[config.mk]
export PLATFORM = sky130hd
export DESIGN_NAME = lasu_log_cell
export DESIGN_NICKNAME = d
export VERILOG_FILES = /design/src/design/lasu_pkg.sv /design/src/design/lasu_log_cell.sv
export SDC_FILE = /design/constraint.sdc
export NUM_CORES = 2
export LEC_CHECK = 0
export ABC_AREA = 1
export BUFFER_PORTS_ARGS = -buffer_cell sky130_fd_sc_hd__buf_2
export CAP_MARGIN = 20
export CORE_ASPECT_RATIO = 0.9
export CORE_MARGIN = 2
export CORE_UTILIZATION = 47
export CTS_BUF_LIST = sky130_fd_sc_hd__clkbuf_16
export CTS_CLUSTER_SIZE = 14
export DETAILED_ROUTE_END_ITERATION = 12
export HOLD_SLACK_MARGIN = 0.08
export PLACE_DENSITY_LB_ADDON = 0.25
export SLEW_MARGIN = 0
export SYNTH_ARGS = -nofsm -noshare
export SYNTH_HDL_FRONTEND = slang
export SYNTH_SLANG_ARGS = --single-unit
[constraint.sdc]
create_clock -name clock -period 11.3 [get_ports clock]
set_clock_uncertainty 0.05 [all_clocks]
set_input_delay 1.695 -clock clock [delete_from_list [all_inputs] [get_ports clock]]
set_output_delay 1.695 -clock clock [all_outputs]
set_load 0.1 [all_outputs]
[src/design/lasu_pkg.sv]
package lasu_pkg;

   localparam int FRAC_BITS = 20;
   localparam int LOG_FRAC  = 30;
   localparam int MANT_W    = 32;
   localparam int INT_W     = 7;
   localparam int LOG_W     = INT_W + LOG_FRAC;
   localparam int MAG_W     = 36;
   localparam int LN2_W     = 28;
   localparam int LO_W      = MAG_W / 2;
   localparam int HI_W      = MAG_W - LO_W;
   localparam int PROD_W    = MAG_W + LN2_W;
   localparam int NAT_SH    = LOG_FRAC + LN2_W - FRAC_BITS;
   localparam int QB        = 34;
   localparam int NUM_W     = MAG_W + FRAC_BITS + 1;
   localparam int DSH_W     = MAG_W + QB - 1;
   localparam int OVF_SH    = QB - FRAC_BITS - 1;

   localparam logic [LN2_W-1:0] LN2_Q28 = 28'hB17217F;

   localparam logic signed [31:0] RES_MAX = 32'sh7FFFFFFF;
   localparam logic signed [31:0] RES_MIN = 32'sh80000000;
   localparam logic signed [31:0] NEG_RES =
      (FRAC_BITS > 21) ? RES_MIN : 32'(-64'sd1000 * (64'sd1 <<< FRAC_BITS));

   typedef struct packed {
      logic valid;
      logic vneg;
      logic bneg;
   } lasu_ctl_type;

   typedef struct packed {
      lasu_ctl_type             ctl;
      logic signed [INT_W-1:0]  pv;
      logic signed [INT_W-1:0]  pb;
      logic [MANT_W-1:0]        mv;
      logic [MANT_W-1:0]        mb;
      logic [LOG_FRAC-1:0]      fv;
      logic [LOG_FRAC-1:0]      fb;
   } lasu_log_type;

   typedef struct packed {
      lasu_ctl_type             ctl;
      logic                     lv_neg;
      logic                     lb_neg;
      logic [MAG_W-1:0]         nm;
      logic [MAG_W-1:0]         dm;
      logic [LO_W+LN2_W-1:0]    plo;
      logic [HI_W+LN2_W-1:0]    phi;
   } lasu_mid_type;

   typedef struct packed {
      lasu_ctl_type             ctl;
      logic                     neg;
      logic                     lv_pos;
      logic                     lv_neg;
      logic                     dzero;
      logic                     ovf;
      logic signed [31:0]       nat;
      logic [NUM_W-1:0]         rem;
      logic [DSH_W-1:0]         dsh;
      logic [QB-1:0]            q;
   } lasu_div_type;

endpackage

[src/design/lasu_log_cell.sv]
module lasu_log_cell (
   input  logic                  clock,
   input  logic                  reset,
   input  logic                  adv,
   input  lasu_pkg::lasu_log_type prev,
   output lasu_pkg::lasu_log_type next
);
   import lasu_pkg::*;

   lasu_log_type          out_ff;
   lasu_log_type          out_in;
   logic [2*MANT_W-1:0]   sqv;
   logic [2*MANT_W-1:0]   sqb;
   logic [MANT_W:0]       tv;
   logic [MANT_W:0]       tb;

   always_comb begin
      sqv = {{MANT_W{1'b0}}, prev.mv} * {{MANT_W{1'b0}}, prev.mv};
      sqb = {{MANT_W{1'b0}}, prev.mb} * {{MANT_W{1'b0}}, prev.mb};
      tv  = sqv[2*MANT_W-1:MANT_W-1];
      tb  = sqb[2*MANT_W-1:MANT_W-1];
      out_in    = prev;
      // halve on reaching 2.0 and emit a one
      out_in.mv = tv[MANT_W] ? tv[MANT_W:1] : tv[MANT_W-1:0];
      out_in.mb = tb[MANT_W] ? tb[MANT_W:1] : tb[MANT_W-1:0];
      out_in.fv = {prev.fv[LOG_FRAC-2:0], tv[MANT_W]};
      out_in.fb = {prev.fb[LOG_FRAC-2:0], tb[MANT_W]};
   end

   always_ff @(posedge clock) begin
      if (reset) begin
         out_ff.ctl.valid <= 1'b0;
      end else if (adv) begin
         out_ff <= out_in;
      end
   end

   assign next = out_ff;

endmodule

==> flow_summary.toml <==
[synth]
synth_cell_types = 37
ys_seq_area_share_pct = 6.27
synth-seq-cells = 141
ys_warn_count = 0
synth_fp_nets = 10600
synth_cells = 8273
syn_area_um2 = 67400
syn_area_per_cell_um2 = 8.14

[run_status]
run_status = "completed"

[floorplanning]
pin_count = 285
rows = 131
core_um2 = 142000
dieArea_um2 = 146000
die_h_um = 363
initial_utilization_pct = 47.5
dieWidth_um = 403

[timing]
fin_setup_tns_ns = 0
fin_crit_sh_pct = 85.1
setup_violations = 0
slew_viol_final = 0
max_freq_ghz = 0.104
relSlewSlack_pct = 30.3
grt_setup_unrepaired = "false"
tightest_slew_ns = 1.05
fin_crit_ns = 9.62
hold_violations = 0
whs_ns = 0.404
setup_slack_ns = 1.68

[finish]
final_cell_mix = "2,811 x inv_1, 2,040 x nand2_1, 1,582 x fa_1, 598 x ha_1, 282 x buf_2"
n_fill_cell = 13700
design_area_um2 = 71100
num_antenna_cells = 0
syn2layout_area_growth_pct = 5.54
fin_nets = 10700
mostFrequentLayoutCell = "inv_1"
layout-drive-gt1-share_pct = 5.16
largest_register_ffs = 141

[clock_tree]
cts-root-buf = "clkbuf_16"
cts_made_buffers = 17
htreeDepth = 4
clkLatencyLatePin_ns = 0.45
cts_setup_buffers = 0
clkSinkCount = 141
clkTransAtPathRegs_ns = 0.06
cts_buffer_depth = 2
cts_tree = "done"
postCtsResizedCells = 0
cts_hold_buffers = 0

[worst_setup_path]
cp.required_ns = 11.45
rr_worst_depth = 2
crit_buf_inv = 5
timing.rr.start = "next[140]"
start_kind = "primary input"
crit_path_top_delay_cell = "buf_2"
startpoint = "prev[69]"
endpoint_kind = "flip-flop"
critPathArrivalTime_ns = 9.77
max_stage_delay_ns = 0.77
cpMostUsedCell = "nand2_1"
regToRegEndpoint = "next[140]"
worstSetupPathType = "in -> reg"
critPathTopFamily = "adder cells"
rrSetupSlack_ns = 10.70
worstPathMaxFanout = 34

[drt]
dr.pass1.iters = 8
vias = 49900
wl_um = 170000
drc_errors = 0
antenna_left = 0
drt-initial-drc-count = 3544
wl_per_cell_um = 16.5
vias_per_cell = 4.86

[min_path]
hold_path_end = "next[140]"
min_from = "next[140]"
worst_hold_path.num_cells = 2
hp-class = "reg -> reg"

[run]
cap_violations = 0

[placed_design]
placed_cell_area_um2 = 70500
pre_cts_slack_ns = 1.33
hpwl_um = 145000
numPortBuffers = 282
finalWeightedCongestion = 0.985

[global_routing]
grt_pass1_vias = 53700
grt_pass1_wl_um = 283000
globalRouteOverflowTotal = 0
antenna_found_initial = 1
grtUsageTotal_pct = 24.4
grt_max_degree = 82
cells in the mapped netlist, drive strengths merged:
cell / number / area (um^2)
buf: 40 / 223
a21o: 10 / 75.1
nand2b: 1 / 6.26
fa: 1582 / 31700
a21oi: 164 / 821
o21a: 1 / 7.51
dfxtp: 1 / 20.0
nand3: 120 / 606
a31oi: 5 / 31.3
clkbuf: 176 / 661
or2: 13 / 81.3
o211ai: 1 / 7.51
xor2: 66 / 578
nor2: 232 / 923
nand2: 2076 / 7890
a31o: 12 / 105
ha: 598 / 7480
o21ai: 68 / 340
nor4: 8 / 62.6
o21bai: 44 / 330
and2: 2 / 12.5
edfxtp: 140 / 4200
xnor2: 36 / 315
nand4: 32 / 200
inv: 2817 / 10600
nor3: 28 / 140
final cells by class:
class	count	area, um^2	area share, %
multi-input combinational	5099	51700	72.7
sequential	141	4220	5.94
clock buffer	17	425	0.598
inverter	2817	10600	14.9
clock inverter	15	188	0.264
timing repair buffer	316	1670	2.34
tap	1862	2330	3.28
layer usage:
metal  wire (um)  global-route usage (%)
met1       77800                    35.8
met2       78300                    39.6
met3       11500                    3.21
met4        2130                    3.58
met5           0                   0.130
worst max path at each step:
stage | depth (start not counted) | to
finish | 27 | next[81]
floorplan | 29 | next[79]
CTS | 27 | next[89]
detailed placement | 25 | next[91]
global route | 27 | next[81]
global placement | 27 | next[91]
stage by stage:
step	instances	utilization, %
finish	10300	50.1
global route	10300	50.1
CTS	10300	50.1
detailed placement	10200	49.7
global placement	10200	49.7
floorplan	8273	-
kinds of logic (layout without fill, tap and decap cells):
family                   after synthesis  count (layout)  synth area share (%)
AND/OR/NAND/NOR                     2512            2512                  14.7
AO/OA/AOI/OAI                        305             305                  2.55
flip-flops                           141             141                  6.27
XOR/XNOR                             102             102                  1.33
buffers and inverters               3033            3165                  17.0
adder cells (fa/ha/maj)             2180            2180                  58.1
worst min-delay path, stage by stage, from the launching register on:
cell,delay [ns]
dfxtp_1,0.31
nand2_1,0.06
a21oi_1,0.05
Power is left out: the tool's default activity adds up to more than one toggle a clock period on the data nets, which glitch-free logic cannot reach.
