<file path="src/design/lasu_pkg.sv">
package lasu_pkg;

   localparam int FRAC_BITS = 20;
   localparam int LOG_FRAC  = 30;
   localparam int MANT_W    = 32;
   localparam int INT_W     = 7;
   localparam int LOG_W     = INT_W + LOG_FRAC;
   localparam int MAG_W     = 36;
   localparam int LN2_W     = 28;
   localparam int LO_W      = MAG_W / 2;
   localparam int HI_W      = MAG_W - LO_W;
   localparam int PROD_W    = MAG_W + LN2_W;
   localparam int NAT_SH    = LOG_FRAC + LN2_W - FRAC_BITS;
   localparam int QB        = 34;
   localparam int NUM_W     = MAG_W + FRAC_BITS + 1;
   localparam int DSH_W     = MAG_W + QB - 1;
   localparam int OVF_SH    = QB - FRAC_BITS - 1;

   localparam logic [LN2_W-1:0] LN2_Q28 = 28'hB17217F;

   localparam logic signed [31:0] RES_MAX = 32'sh7FFFFFFF;
   localparam logic signed [31:0] RES_MIN = 32'sh80000000;
   localparam logic signed [31:0] NEG_RES =
      (FRAC_BITS > 21) ? RES_MIN : 32'(-64'sd1000 * (64'sd1 <<< FRAC_BITS));

   typedef struct packed {
      logic valid;
      logic vneg;
      logic bneg;
   } lasu_ctl_type;

   typedef struct packed {
      lasu_ctl_type             ctl;
      logic signed [INT_W-1:0]  pv;
      logic signed [INT_W-1:0]  pb;
      logic [MANT_W-1:0]        mv;
      logic [MANT_W-1:0]        mb;
      logic [LOG_FRAC-1:0]      fv;
      logic [LOG_FRAC-1:0]      fb;
   } lasu_log_type;

   typedef struct packed {
      lasu_ctl_type             ctl;
      logic                     lv_neg;
      logic                     lb_neg;
      logic [MAG_W-1:0]         nm;
      logic [MAG_W-1:0]         dm;
      logic [LO_W+LN2_W-1:0]    plo;
      logic [HI_W+LN2_W-1:0]    phi;
   } lasu_mid_type;

   typedef struct packed {
      lasu_ctl_type             ctl;
      logic                     neg;
      logic                     lv_pos;
      logic                     lv_neg;
      logic                     dzero;
      logic                     ovf;
      logic signed [31:0]       nat;
      logic [NUM_W-1:0]         rem;
      logic [DSH_W-1:0]         dsh;
      logic [QB-1:0]            q;
   } lasu_div_type;

endpackage

</file>
<file path="src/design/lasu_div_cell.sv">
module lasu_div_cell (
   input  logic                  clock,
   input  logic                  reset,
   input  logic                  adv,
   input  lasu_pkg::lasu_div_type prev,
   output lasu_pkg::lasu_div_type next
);
   import lasu_pkg::*;

   lasu_div_type out_ff;
   lasu_div_type out_in;
   logic         ge;

   always_comb begin
      ge      = {{(DSH_W-NUM_W){1'b0}}, prev.rem} >= prev.dsh;
      out_in  = prev;
      out_in.rem = ge ? prev.rem - prev.dsh[NUM_W-1:0] : prev.rem;
      out_in.dsh = prev.dsh >> 1;
      out_in.q   = {prev.q[QB-2:0], ge};
   end

   always_ff @(posedge clock) begin
      if (reset) begin
         out_ff.ctl.valid <= 1'b0;
      end else if (adv) begin
         out_ff <= out_in;
      end
   end

   assign next = out_ff;

endmodule

</file>
<file path="config.mk">
export PLATFORM = sky130hd
export DESIGN_NAME = lasu_div_cell
export DESIGN_NICKNAME = d
export VERILOG_FILES = /design/src/design/lasu_pkg.sv /design/src/design/lasu_div_cell.sv
export SDC_FILE = /design/constraint.sdc
export NUM_CORES = 1
export LEC_CHECK = 0
export ABC_AREA = 1
export BUFFER_PORTS_ARGS = -buffer_cell sky130_fd_sc_hd__buf_2
export CAP_MARGIN = 20
export CORE_MARGIN = 2
export CORE_UTILIZATION = 45
export CTS_CLUSTER_DIAMETER = 60
export DETAILED_ROUTE_END_ITERATION = 12
export PLACE_DENSITY_LB_ADDON = 0.2
export SYNTH_ARGS = -nofsm -noshare
export SYNTH_HDL_FRONTEND = slang
export SYNTH_SLANG_ARGS = --single-unit
</file>
<file path="constraint.sdc">
create_clock -name clock -period 31.8 [get_ports clock]
set_clock_uncertainty 0.2 [all_clocks]
set_input_delay 3.18 -clock clock [delete_from_list [all_inputs] [get_ports clock]]
set_output_delay 3.18 -clock clock [all_outputs]
set_load 0.1 [all_outputs]
</file>
==> results_dict.tcl <==
set metrics [dict create \
    drt-wirelength-per-cell_um 17.2 \
    min_period_ns 6.72 \
    pin_count 403 \
    die_width_um 171 \
    htreeDepth 4 \
    period_share_pct 21.1 \
    clk_pin_slew_ns 0.09 \
    place_congestion 0.922 \
    syn_to_final_growth_pct 23.4 \
    initialDrtViolationCount 600 \
    max_stage_delay_ns 0.70 \
    ys_top_cells_by_area "edfxtp_1 (47%), nand2_1 (17%), inv_1 (9.6%), ha_1 (5.7%), nand3_2 (4.1%)" \
    slowest_stage "buf_4" \
    final_cell_area_mm2 0.0155 \
    overflow 0 \
    syn_area_mm2 0.0126 \
    placed_cell_area_mm2 0.0149 \
    synth_seq_cells 199 \
    drv_slew 0 \
    yosysTopAreaCell "edfxtp_1" \
    start_util_pct 45.4 \
    dr.pass1.iters 6 \
    hold_path.class "reg -> reg" \
    totalWireLength_um 40600 \
    nNetsFinal 2225 \
    layout_common_cells "nand2_1 (569), buf_2 (400), inv_1 (320)" \
    setup_tns_ns 0 \
    final-hold-violation-count 0 \
    drive_above_1_share_pct 26.4 \
    clk_path_buf_depth 2 \
    rsz0062_at_grt "false" \
    syn_area_per_cell_um2 8.05 \
    dieArea_mm2 0.0292 \
    rows 61 \
    cts_hold_buffers 0 \
    largest_reg_flops 199 \
    antenna_left 0 \
    hpwl_um 33100 \
    cp-end-kind "flop" \
    setup_violations 0 \
    antenna_found_initial 8 \
    grt_first_pass_wirelength_um 60000 \
    drc 0 \
    worstPathArrival_ns 6.72 \
    peakVddDrop_mv 0.0317 \
    p_leak_uw 0.00814 \
    cts_tree "yes" \
    fp.dieH_um 171 \
    cts-resized-gates 0 \
    io_buffers 400 \
    syn-num-nets 1820 \
    worstMarginPinSlew_ns 0.968 \
    fmax_ghz 0.149 \
    ys_warn_count 0 \
    cp-start-kind "primary input" \
    cp.required_ns 31.80 \
    power.density_mw_per_mm2 51.1 \
    worstSkewPairLatency_ns 0.44 \
    final_common_cell "nand2_1" \
    cts_root_buf "clkbuf_16" \
    ys_seq_area_share_pct 47.5 \
    viasPerCell 4.77 \
    run_status "completed" \
    cts_made_buffers 17 \
    syn-instance-count 1559 \
    via_count 11300 \
    crit_path_cell_trace "buf_2 > inv_1 > ha_1 > nand2_1 > nand2_1 > inv_1 > nand2_2 > nand2_1 > nand2_1 > nand2_1 > nand3_2 > nand2_2 > nand2_2 > nand2_2 > buf_4 > nand2_4 > nand3_1 > nand2_1" \
    cts_setup_buffers 0 \
    gr-usage-all-layers_pct 27.6 \
    grt_start_max_net_pins 71 \
    cts.sinks 199 \
    critical_path_class "in -> reg" \
    synth_top_area_share_pct 47.4 \
    grt_pass1_vias 10900 \
    ys_types 30 \
    core_mm2 0.0276 \
    drv_cap 0 \
    crit_fanout 60 \
    crit_top_cell "nand2_1" \
    max_slew_margin_pct 35.5 \
]
[per-layer routing]
| metal | track usage [%] | routed length (um) |
|---|---|---|
| met1 | 33.7 | 16700 |
| met5 | 0 | 0 |
| met4 | 11.3 | 1160 |
| met3 | 5.04 | 2760 |
| met2 | 48.2 | 20000 |
[Yosys cell counts]
| library cell | number |
|---|---|
| nor3_1 | 9 |
| o21ai_0 | 9 |
| inv_1 | 320 |
| nor2_1 | 97 |
| buf_6 | 12 |
| or2_2 | 2 |
| nand4_1 | 20 |
| nor2_2 | 12 |
| nand3_1 | 88 |
| nand2_4 | 1 |
| nand3b_1 | 9 |
| nand3_2 | 51 |
| ha_1 | 57 |
| nor4_1 | 2 |
| inv_2 | 3 |
| nand2_2 | 12 |
| xor2_1 | 26 |
| dfxtp_1 | 1 |
| edfxtp_1 | 198 |
| nor2_4 | 3 |
| buf_2 | 1 |
| xnor2_1 | 2 |
| nand2_1 | 569 |
| fa_1 | 1 |
| and2_1 | 5 |
| nor3_2 | 1 |
| buf_4 | 6 |
| a21oi_1 | 35 |
| and2_0 | 6 |
| conb_1 | 1 |
[layout make-up]
class                      instances  area (um^2)
clock buffer                      18          429
multi-input combinational       1018         5200
antenna                            8         20.0
clock inverter                    14          149
sequential                       199         5970
tap                              378          473
inverter                         323         1210
timing repair buffer             405         2040
fill                            2703        12100
[report_power, final]
part | switching [uW] | internal (uW)
combinational | 209 | 52.6
sequential | 3.65 | 308
clock | 113 | 106
[critical path: cells and delay by family]
kind | cells | cell delay, ns
fa+ha+maj | 1 | 0.36
simple gates | 13 | 2.22
buf+inv | 4 | 0.90
[kinds of logic (layout without fill, tap and decap cells)]
kind of cell / count (synthesis) / count (layout) / synth area share, %
other: 1 / 9 / 0.0299
adders and majority gates: 58 / 58 / 5.84
AOI/OAI and AO/OA: 44 / 44 / 1.75
DFF: 199 / 199 / 47.5
and+or+nand+nor: 887 / 887 / 31.8
buffers and inverters: 342 / 760 / 11.1
xor gates and xnor gates: 28 / 28 / 1.95
[final timing paths]
path | slack (ns) | end | cells past startpoint | startpoint
worst min register to register | 0.28 | next[199] | 2 | next[199]
worst max-delay path | 25.08 | next[152] | 18 | prev[36]
worst max register to register | 31.00 | next[199] | 2 | next[199]
worst min-delay path | 0.28 | next[199] | 2 | next[199]
[stage by stage]
step                      hold slack [ns]  setup slack (ns)  instances  util (%)  power, uW
after global placement              0.245             24.68       2323      53.9        577
final                               0.281             25.08       2363      56.1        792
after detailed placement            0.267             24.64       2323      53.9        578
after CTS                           0.280             25.11       2355      56.0        796
after global routing                0.299             24.88       2363      56.1        824
after floorplan                     0.693             19.30       1559         -        524
(Power assumes the default switching activity.)
